### config.mk
export PLATFORM = sky130hd
export DESIGN_NAME = rpu_csr
export DESIGN_NICKNAME = d
export VERILOG_FILES = /design/src/hdl/rpu_pkg.sv /design/src/hdl/rpu_csr.sv
export SDC_FILE = /design/constraint.sdc
export NUM_CORES = 1
export LEC_CHECK = 0
export BUFFER_PORTS_ARGS = -buffer_cell sky130_fd_sc_hd__buf_2
export CORE_MARGIN = 1
export CORE_UTILIZATION = 45
export CTS_CLUSTER_SIZE = 25
export DETAILED_ROUTE_END_ITERATION = 6
export GPL_ROUTABILITY_DRIVEN = 0
export PLACE_DENSITY = 0.78
export SLEW_MARGIN = 15
export SYNTH_ARGS = -nofsm -noshare
export SYNTH_HDL_FRONTEND = slang
export SYNTH_SLANG_ARGS = --single-unit
### constraint.sdc
create_clock -name clock -period 0.9 [get_ports clock]
set_input_delay 0.045 -clock clock [delete_from_list [all_inputs] [get_ports clock]]
set_output_delay 0.045 -clock clock [all_outputs]
set_load 0.005 [all_outputs]
### src/hdl/rpu_pkg.sv
// Shared types and constants for the RMSprop parameter update pipeline.
package rpu_pkg;

   localparam int FRAC_BITS  = 24;
   localparam int SQRT_STEPS = 28;   // root bits of a 56-bit radicand
   localparam int DIV_STEPS  = 58;   // quotient bits
   localparam int STEPS_PER_STG = 2;
   localparam int SQRT_STG   = SQRT_STEPS / STEPS_PER_STG;
   localparam int DIV_STG    = DIV_STEPS / STEPS_PER_STG;

   localparam logic [24:0] ONE_Q24  = 25'h100_0000;
   localparam logic [23:0] HALF_Q24 = 24'h80_0000;

   localparam logic [24:0] RST_LEARNING_RATE = 25'd167772;
   localparam logic [24:0] RST_DECAY_RATE    = 25'd16609444;
   localparam logic [24:0] RST_EPSILON       = 25'd1;
   localparam logic [24:0] RST_DECAY_WEIGHT  = 25'd0;

   typedef enum logic [2:0] {
      CSR_LEARNING_RATE = 3'd0,
      CSR_DECAY_RATE    = 3'd1,
      CSR_EPSILON       = 3'd2,
      CSR_DECAY_WEIGHT  = 3'd3
   } csr_index_type;

   typedef struct packed {
      logic signed [31:0] param_value;
      logic signed [31:0] grad_value;
      logic [31:0]        old_square_avg;
   } req_type;

   typedef struct packed {
      logic signed [31:0] new_param;
      logic [31:0]        new_square_avg;
      logic               saturated;
      logic               zero_denominator;
   } rsp_type;

   typedef struct packed {
      logic [24:0] learning_rate;
      logic [24:0] decay_rate;
      logic [24:0] epsilon;
      logic [24:0] decay_weight;
   } cfg_type;

   // Per-item data that rides along the root and divide pipelines.
   typedef struct packed {
      logic signed [31:0] p;
      logic               g_neg;
      logic [56:0]        num;
      logic [31:0]        nv;
      logic               sat;
   } side_type;

endpackage

### src/hdl/rpu_csr.sv
// Configuration register file for the RMSprop update.
module rpu_csr (
   input  logic                clock,
   input  logic                reset,
   input  logic                csr_valid,
   output logic                csr_ready,
   input  logic [2:0]          csr_index,
   input  logic [24:0]         csr_data,
   output rpu_pkg::cfg_type    cfg
);

   rpu_pkg::cfg_type cfg_ff, cfg_in;

   assign csr_ready = 1'b1;
   assign cfg = cfg_ff;

   always_comb begin
      cfg_in = cfg_ff;
      if (csr_valid) begin
         unique case (csr_index)
            rpu_pkg::CSR_LEARNING_RATE: cfg_in.learning_rate = csr_data;
            rpu_pkg::CSR_DECAY_RATE:    cfg_in.decay_rate    = csr_data;
            rpu_pkg::CSR_EPSILON:       cfg_in.epsilon       = csr_data;
            rpu_pkg::CSR_DECAY_WEIGHT:  cfg_in.decay_weight  = csr_data;
            default: ;
         endcase
      end
   end

   always_ff @(posedge clock) begin
      if (reset) begin
         cfg_ff.learning_rate <= rpu_pkg::RST_LEARNING_RATE;
         cfg_ff.decay_rate    <= rpu_pkg::RST_DECAY_RATE;
         cfg_ff.epsilon       <= rpu_pkg::RST_EPSILON;
         cfg_ff.decay_weight  <= rpu_pkg::RST_DECAY_WEIGHT;
      end else begin
         cfg_ff <= cfg_in;
      end
   end

endmodule

==> flow_summary.yaml <==
status:
  status: "finished, final reports clean"
layout:
  antenna_cells: 0
  nNetsFinal: 560
  largest_reg_flops: 100
  drive_gt1_share_pct: 39.7
  area_growth_pct: 31.0
clock_tree:
  clock_sinks: 100
  cts_root_buf: "clkbuf_8"
  cts_tree: "done"
  h-tree-depth: 3
  numCtsBuffers: 9
  insertion_delay_ps: 340
  cts.path.max_buffers: 2
  path_clk_slew_ps: 90
worst_setup_path:
  path_class: "reg -> out"
  r2r_end: "cfg[23]"
  worst_ep_arrival_time_ps: 830
  critPathLaunchType: "register"
  reg2reg_depth: 2
  critPathTopFamily: "flip-flops"
  worstReg2RegStart: "cfg[23]"
  cp_max_fo: 2
  cp.buffers_inverters: 1
  crit_chain: "buf_2"
  worst_ep_required_time_ps: 850
  slowest_delay_ps: 360
  cp-end-kind: "primary output"
  worst_path_max_delay_cell: "dfxtp_1"
  r2r_slack_ps: 270
flow_run:
  drv_cap: 0
die:
  design.die.area_mm2: 0.00938
  die_width_um: 96.9
  initial_utilization_pct: 46.4
  rows: 34
  io_pins: 132
  core_mm2: 0.00872
  die_h_um: 96.9
min_path:
  worstHoldEndpoint: "cfg[72]"
  hold_path.class: "in -> reg"
  min_path_cells: 3
  min_from: "csr_data[22]"
route:
  num_vias: 3133
  drtIter0Drc: 102
  antenna_left: 0
  firstDrtPassIters: 4
  routed_wirelength_mm: 9.37
  routedWlPerCell_um: 14.6
  routed_via_density: 4.88
  drc: 0
power:
  ir_drop_v: 0.000857
  p_leak_nw: 2.52
  power_mw: 7.81
  power_per_cell_area_mw_per_mm2: 1470
yosys:
  syn_area_mm2: 0.00405
  synth_top_cells_by_count: "101 x nand2b_1, 100 x dfxtp_1, 100 x mux2i_1"
  synth_flop_cell: "dfxtp_1"
  ys_async_sr_fraction_pct: 0
  ys_ff_latch: 100
  synth_top_area_share_pct: 49.4
  syn_inst: 386
  synth_area_leaders: "dfxtp_1 49%, mux2i_1 25%, nand2b_1 16%"
  synth-seq-area-share_pct: 49.4
  synth_edf_count: 0
  synth_area_leader_cell: "dfxtp_1"
  yosysWarnings: 0
  synth.avg_cell_area_um2: 10.5
  synth.distinct_cells: 14
  syn-num-nets: 417
  yosysMostFrequentCell: "nand2b_1"
sta:
  finalMaxSlewViolations: 0
  skew_ps: 0
  hold_viol_final: 0
  max_freq_ghz: 1.15
  post-route-period-util_pct: 96.8
  final-setup-viol-count: 0
  period_minus_slack_ps: 871
  hold_ws_ps: 22.1
global_routing:
  antenna_found_initial: 0
  track_usage_pct: 20.2
  grt_max_degree: 66
  gr-total-overflow: 0
  first_global_vias: 3070
  grt_pass1_wl_mm: 15.2
place:
  io_buffers: 130
  hpwl_mm: 6.37
## final cells by class
class,count,area [µm²]
clock buffers,12,135
clock inverters,4,26.3
fillers,716,3420
multi-input cells,256,1920
flip-flops and latches,100,2070
well taps,108,135
repair buffers,162,1010
## cell families (layout without fill, tap and decap cells)
kind of cell	Yosys count	in the layout	synth area share, %
simple gates	155	155	21.7
mux	100	100	24.7
flops	100	100	49.4
buf+inv	30	178	4.08
other cells	1	1	0.0926
## how the worst max path moves through the flow
stage          endpoint  depth (start not counted)         start  slack [ps]
2_1_floorplan   cfg[91]                          3  csr_index[0]         -30
3_5_place_dp    cfg[72]                          4  csr_index[1]        -230
6_report        cfg[13]                          1       cfg[13]          30
3_3_place_gp    cfg[91]                          3  csr_index[0]        -200
4_1_cts         cfg[94]                          1       cfg[94]           1
5_1_grt          cfg[0]                          1        cfg[0]         -10
## metrics by stage
| step | TNS [ps] | instance area [µm²] | util, % | std cells | setup slack, ps |
|---|---|---|---|---|---|
| after global routing | -12.1 | 5300 | 60.8 | 642 | -12.1 |
| final | 0 | 5300 | 60.8 | 642 | 28.6 |
| after floorplan | -229 | 4060 | - | 386 | -32.7 |
| after global placement | -10930 | 4860 | 55.7 | 605 | -198 |
| after CTS | 0 | 5230 | 60.0 | 642 | 1.41 |
| after detailed placement | -13020 | 4860 | 55.7 | 605 | -234 |
## layer usage
layer | GRT usage, % | vias to the layer above | routed length (µm)
li1 | - | 1542 | -
met1 | 24.8 | 1487 | 4040
met2 | 34.1 | 85 | 4740
met3 | 3.90 | 19 | 372
met4 | 9.30 | 0 | 216
met5 | 0 | - | 0
## cell usage in the layout (no fill, tap or decap), drive strengths merged
cell | synthesis | layout
clkinvlp | 0 | 1
dfxtp | 100 | 100
nor2 | 47 | 47
nand2b | 101 | 101
buf | 18 | 141
conb | 1 | 1
nor4b | 1 | 1
nand4b | 1 | 1
clkbuf | 12 | 12
nand4bb | 2 | 2
mux2i | 100 | 100
or4b | 1 | 1
nor4bb | 2 | 2
clkinv | 0 | 3
dlygate4sd3 | 0 | 21
## worst reg2reg max path, stage by stage (launching register included)
cell	delay [ps]
dfxtp_2	350
nand2b_1	60
mux2i_1	150
## where the power goes
part	switching (mW)	leakage, nW	internal [mW]
Combinational	0.365	1.61	0.410
Sequential	0.0518	0.822	4.53
Clock	1.45	0.0803	1.01
## repair_timing
action,4_1_cts,5_1_grt
cloned,0,0
gates resized for setup,1,54
endpoints found under the setup margin,1,54
hold buffers,21,0
buffers inserted,0,0
endpoints found under the hold margin,23,0
No activity file was read; power rests on OpenSTA's default activity.
