===== config.mk =====
export PLATFORM = sky130hd
export DESIGN_NAME = rpu_sqrt
export DESIGN_NICKNAME = d
export VERILOG_FILES = /design/src/hdl/rpu_pkg.sv /design/src/hdl/rpu_sqrt.sv
export SDC_FILE = /design/constraint.sdc
export NUM_CORES = 2
export LEC_CHECK = 0
export BUFFER_PORTS_ARGS = -buffer_cell sky130_fd_sc_hd__clkbuf_2
export CAP_MARGIN = 10
export CELL_PAD_IN_SITES_DETAIL_PLACEMENT = 2
export CELL_PAD_IN_SITES_GLOBAL_PLACEMENT = 2
export CORE_MARGIN = 5
export CORE_UTILIZATION = 49
export DETAILED_ROUTE_END_ITERATION = 16
export PLACE_DENSITY_LB_ADDON = 0.1
export SLEW_MARGIN = 25
export SYNTH_ARGS = -nofsm -noshare
export SYNTH_HDL_FRONTEND = slang
export SYNTH_SLANG_ARGS = --single-unit
export TNS_END_PERCENT = 5

===== constraint.sdc =====
create_clock -name clock -period 12.95 [get_ports clock]
set_input_delay 0.6475 -clock clock [delete_from_list [all_inputs] [get_ports clock]]
set_output_delay 0.6475 -clock clock [all_outputs]
set_load 0.05 [all_outputs]

===== src/hdl/rpu_pkg.sv =====
// Shared types and constants for the RMSprop parameter update pipeline.
package rpu_pkg;

   localparam int FRAC_BITS  = 24;
   localparam int SQRT_STEPS = 28;   // root bits of a 56-bit radicand
   localparam int DIV_STEPS  = 58;   // quotient bits
   localparam int STEPS_PER_STG = 2;
   localparam int SQRT_STG   = SQRT_STEPS / STEPS_PER_STG;
   localparam int DIV_STG    = DIV_STEPS / STEPS_PER_STG;

   localparam logic [24:0] ONE_Q24  = 25'h100_0000;
   localparam logic [23:0] HALF_Q24 = 24'h80_0000;

   localparam logic [24:0] RST_LEARNING_RATE = 25'd167772;
   localparam logic [24:0] RST_DECAY_RATE    = 25'd16609444;
   localparam logic [24:0] RST_EPSILON       = 25'd1;
   localparam logic [24:0] RST_DECAY_WEIGHT  = 25'd0;

   typedef enum logic [2:0] {
      CSR_LEARNING_RATE = 3'd0,
      CSR_DECAY_RATE    = 3'd1,
      CSR_EPSILON       = 3'd2,
      CSR_DECAY_WEIGHT  = 3'd3
   } csr_index_type;

   typedef struct packed {
      logic signed [31:0] param_value;
      logic signed [31:0] grad_value;
      logic [31:0]        old_square_avg;
   } req_type;

   typedef struct packed {
      logic signed [31:0] new_param;
      logic [31:0]        new_square_avg;
      logic               saturated;
      logic               zero_denominator;
   } rsp_type;

   typedef struct packed {
      logic [24:0] learning_rate;
      logic [24:0] decay_rate;
      logic [24:0] epsilon;
      logic [24:0] decay_weight;
   } cfg_type;

   // Per-item data that rides along the root and divide pipelines.
   typedef struct packed {
      logic signed [31:0] p;
      logic               g_neg;
      logic [56:0]        num;
      logic [31:0]        nv;
      logic               sat;
   } side_type;

endpackage


===== src/hdl/rpu_sqrt.sv =====
// Pipelined restoring integer square root, two root bits per stage.
module rpu_sqrt (
   input  logic                clock,
   input  logic                reset,
   input  logic                adv,
   input  logic                in_valid,
   input  logic [55:0]         in_rad,
   input  rpu_pkg::side_type   in_side,
   output logic                out_valid,
   output logic [27:0]         out_root,
   output rpu_pkg::side_type   out_side
);

   localparam int N = rpu_pkg::SQRT_STG;

   logic              v_ff    [N];
   logic [55:0]       rad_ff  [N], rad_in  [N];
   logic [29:0]       rem_ff  [N], rem_in  [N];
   logic [27:0]       root_ff [N], root_in [N];
   rpu_pkg::side_type side_ff [N];

   always_comb begin
      logic [55:0] x;
      logic [29:0] r;
      logic [27:0] q;
      logic [31:0] t, trial;
      for (int k = 0; k < N; k++) begin
         x = (k == 0) ? in_rad : rad_ff[(k == 0) ? 0 : k - 1];
         r = (k == 0) ? 30'd0  : rem_ff[(k == 0) ? 0 : k - 1];
         q = (k == 0) ? 28'd0  : root_ff[(k == 0) ? 0 : k - 1];
         for (int j = 0; j < rpu_pkg::STEPS_PER_STG; j++) begin
            t     = {r, x[55:54]};
            trial = {2'b00, q, 2'b01};
            x     = {x[53:0], 2'b00};
            if (t >= trial) begin
               t = t - trial;
               r = t[29:0];
               q = {q[26:0], 1'b1};
            end else begin
               r = t[29:0];
               q = {q[26:0], 1'b0};
            end
         end
         rad_in[k]  = x;
         rem_in[k]  = r;
         root_in[k] = q;
      end
   end

   always_ff @(posedge clock) begin
      if (reset) begin
         for (int k = 0; k < N; k++) v_ff[k] <= 1'b0;
      end else if (adv) begin
         v_ff[0] <= in_valid;
         for (int k = 1; k < N; k++) v_ff[k] <= v_ff[k-1];
      end
   end

   always_ff @(posedge clock) begin
      if (adv) begin
         side_ff[0] <= in_side;
         for (int k = 1; k < N; k++) side_ff[k] <= side_ff[k-1];
         for (int k = 0; k < N; k++) begin
            rad_ff[k]  <= rad_in[k];
            rem_ff[k]  <= rem_in[k];
            root_ff[k] <= root_in[k];
         end
      end
   end

   assign out_valid = v_ff[N-1];
   assign out_root  = root_ff[N-1];
   assign out_side  = side_ff[N-1];

endmodule


==> results.toml, run 1 <==
[synthesis]
netlist_instances = 7998
yosys_warnings = 0
synth-seq-cells = 2681
yosysTopAreaCell = "edfxtp_1"
async_flop_share_pct = 0
synth_top_area_share_pct = 70.0
synth_ff_type = "edfxtp_1"
synth_area_leaders = "edfxtp_1 70%, ha_1 4.7%, xnor2_1 2.7%"
seq_area_frac_synth_pct = 70.0
synth_cell_type_count = 104
synth_edf_count = 2681
syn_area_per_cell_sq_um = 14.4
syn_area_sq_um = 115000

[clock_network]
cts_made_buffers = 307
cts.sinks = 2681
ctsHoldBuffers = 156
cts_post_setup_buffers_inserted = 0
root_buffer = "clkbuf_16"
clock_path_buffers = 4
postCtsResizedCells = 0
h-tree-depth = 5

[placement]
numPortBuffers = 334
place_hpwl_um = 338000
gp_congestion = 0.874

[floorplan]
rows = 178
ioPinCount = 335
die_width_um = 495
fp.dieH_um = 495
start_util_pct = 49.1

[status]
haltStage = "clock tree synthesis"
outcome = "aborted with a tool error"
tool.error = "[ERROR DPL-0033] detailed placement checks failed during check placement."
-- through the flow --
step / setup WS, ps / hold slack (ps) / cell area (sq um) / cells
after global placement: 5570 / 400 / 119000 / 11232
after detailed placement: 4650 / 405 / 120000 / 11234
after floorplan: 7250 / 400 / 115000 / 8000
-- logic make-up after synthesis --
| logic type | share of synthesized area [%] |
|---|---|
| AOI/OAI and AO/OA | 8.60 |
| xor gates and xnor gates | 4.41 |
| adders and majority gates | 4.71 |
| buffers and inverters | 2.75 |
| DFF | 70.0 |
| muxes | 0.831 |
| other | 0.00326 |
| and+or+nand+nor | 8.75 |
-- cells in the mapped netlist (all sizes together), types with 59 or more instances --
cell type / count
nor2: 485
and3: 59
edfxtp: 2681
inv: 371
ha: 433
nand2: 519
buf: 187
nand4: 79
a21o: 202
a21oi: 471
xor2: 226
o21a: 61
nand3: 120
o21ai: 337
or3: 61
nand2b: 68
xnor2: 352
nor3: 159
nor4: 89
nor2b: 68
clkbuf: 121
==> run 2, diff against run 1 <==
CELL_PAD_IN_SITES_DETAIL_PLACEMENT = not set   (was 2)
CELL_PAD_IN_SITES_GLOBAL_PLACEMENT = not set   (was 2)
CORE_UTILIZATION = 35   (was 49)
PLACE_DENSITY_LB_ADDON = 0.15   (was 0.1)
==> results.toml, run 2 <==
[layout]
stdcell_count = 13147
top_regs = "side_ff: 1722 flops, rem_ff: 371 flops, rad_ff: 364 flops"
largest_reg_flops = 1722
finalNetCount = 9174
top_register = "side_ff"
layout.cells.most_common = "edfxtp_1"
fillers = 30255
final_cell_mix = "2681 x edfxtp_1, 517 x nand2_1, 485 x nor2_1"
drive_gt1_share_pct = 10.7
syn2layout_area_growth_pct = 15.1

[detailed_routing]
wl_per_cell_um = 18.1
drtAntennaViolNets = 0
wl_um = 238000
vias = 64513
drt_iter0_drc = 4390
viasPerCell = 4.91
drc = 0
dr.pass1.iters = 5

[setup_path]
worstPathRequired_ps = 13530
rr_endpoint = "rem_ff[0][144]"
cp_cell_sequence = "inv_1 > ha_1 > and4_1 > and4b_1 > nor4_1 > nand3_1 > inv_1 > nor2_1 > nor2_1 > ha_1 > a21o_1 > a21o_1 > a21oi_1 > o21a_1 > a31oi_1 > a41oi_1 > and4_1 > and2_2 > inv_2 > a41oi_1 > xnor2_1"
critPathTopFamily = "simple AND/OR/NAND/NOR gates"
crit_fanout = 26
slowest_stage = "nor4_1"
arrival_ps = 7750
r2r_start = "root_ff[0][85]"
startpoint = "root_ff[0][85]"
endpoint_kind = "register"
reg2reg_slack_ps = 5780
critPathKind = "reg -> reg"
startpoint_type = "register"
critPathBufInv = 3
max_stage_delay_ps = 760
r2r_cells = 21

[floorplan]
rows = 210
core_area_sq_um = 327000
start_util_pct = 35.2
ioPinCount = 335
die_area_sq_um = 340000
die_width_um = 583
fp.dieH_um = 583

[placement]
numPortBuffers = 334
gp_congestion = 0.888
dp_cells = 12419
place_hpwl_um = 163000

[global_routing]
gr-usage-met3_pct = 2.28
antenna_found_initial = 5
grt_pass1_vias = 64367
grtUsageTotal_pct = 13.5
overflow = 0
gr-usage-met2_pct = 21.4
busiest_layer = "met2"
grt_max_degree = 177
use_met1_pct = 18.9
grt_pass1_wl_um = 369000

[sta]
setup_violations = 0
rsz0062_at_grt = "no"
post-route-min-period_ps = 7170
finalHoldViolCount = 0
relSlewSlack_pct = 31.2
drv_slew = 0
min_period_over_period_pct = 55.3
finalSetupTns_ps = 0
worstMarginPinSlew_ps = 1010
hold_slack_ps = 119
max_freq_ghz = 0.140
clock_skew_ps = 69.1

[hold_path]
min_to = "root_ff[0][1]"
holdPathStages = 2
hp-class = "in -> reg"
hold_start = "in_rad[55]"

[clock_network]
cts.sinks = 2681
clk_pin_slew_ps = 60
root_buffer = "clkbuf_16"
clock_latency_ps = 890
cts_made_buffers = 306
h-tree-depth = 5
cts_tree = "yes"
clock_path_buffers = 4
cts_post_setup_buffers_inserted = 0

[power_and_ir_drop]
leakagePower_nw = 48.4
power_density_nw_per_um2 = 192
vdd_ir_drop_max_uv = 103

[synthesis]
synth_top_area_share_pct = 70.0
synth-seq-cells = 2681
netlist_instances = 7998
yosysTopAreaCell = "edfxtp_1"
yosys_warnings = 0
syn_area_sq_um = 115000
async_flop_share_pct = 0
synth_area_leaders = "edfxtp_1 70%, ha_1 4.7%, xnor2_1 2.7%"
seq_area_frac_synth_pct = 70.0
synth_edf_count = 2681
syn_area_per_cell_sq_um = 14.4
synth_cell_type_count = 104
synth.most_common_cell = "edfxtp_1"
ys_top_cells_by_count = "2681 x edfxtp_1, 517 x nand2_1, 485 x nor2_1"
synth_ff_type = "edfxtp_1"

[run]
cap_violations = 0

[status]
outcome = "finished, final reports clean"
-- run 2: cell counts after synthesis --
Identical to the previous run, type by type.
-- run 2: worst max path at each step --
stage,end,slack [ps],cells past startpoint
4_1_cts,rem_ff[0][144],5440,21
2_1_floorplan,rem_ff[1][119],7250,23
3_5_place_dp,rem_ff[0][144],5520,21
6_report,rem_ff[0][144],5780,21
5_1_grt,rem_ff[0][144],5390,21
3_3_place_gp,rem_ff[0][144],5360,21
-- run 2: cell families after synthesis --
group | Yosys count | share of synthesized area (%)
XOR/XNOR | 578 | 4.41
multiplexers | 88 | 0.831
other | 1 | 0.00326
adder cells (fa/ha/maj) | 433 | 4.71
buffers and inverters | 682 | 2.75
AO/OA/AOI/OAI | 1548 | 8.60
flip-flops | 2681 | 70.0
AND/OR/NAND/NOR | 1987 | 8.75
-- run 2: power by group --
group | switching, mW | internal [mW]
combinational | 3.70 | 2.38
clock | 3.46 | 4.79
sequential | 0.498 | 10.7
total | 7.67 | 17.8
-- run 2: area by class of cell --
type | count | area (sq um) | area share [%]
Multi-Input combinational cell | 4637 | 31500 | 23.8
Clock buffer | 377 | 8010 | 6.05
Inverter | 374 | 1400 | 1.06
Clock inverter | 167 | 1620 | 1.22
Sequential cell | 2681 | 80500 | 60.8
Antenna cell | 7 | 17.5 | 0.0132
Timing Repair Buffer | 558 | 3970 | 3.00
Tap cell | 4346 | 5440 | 4.11
-- run 2: repair_timing --
| action | CTS | global route |
|---|---|---|
| hold buffers | 176 | 0 |
| endpoints found under the hold margin | 176 | 0 |
| gates resized for setup | 0 | 0 |
-- run 2: routing by layer --
layer  part of all wire, %  wire, um
met5                     0         0
met4                   3.1      7470
met3                   4.5     10700
met2                    45    108000
met1                    47    112000
-- run 2: per-stage QoR --
stage	cell area, sq um	util (%)	power (mW)	worst slack (ps)
2_1_floorplan	115000	-	15.5	7250
3_3_place_gp	121000	37.0	17.3	5360
3_5_place_dp	121000	37.0	17.3	5520
4_1_cts	132000	40.4	25.9	5440
5_1_grt	132000	40.4	27.0	5390
6_report	132000	40.4	25.5	5780
Note: power is estimated with default switching activity, not from simulation.
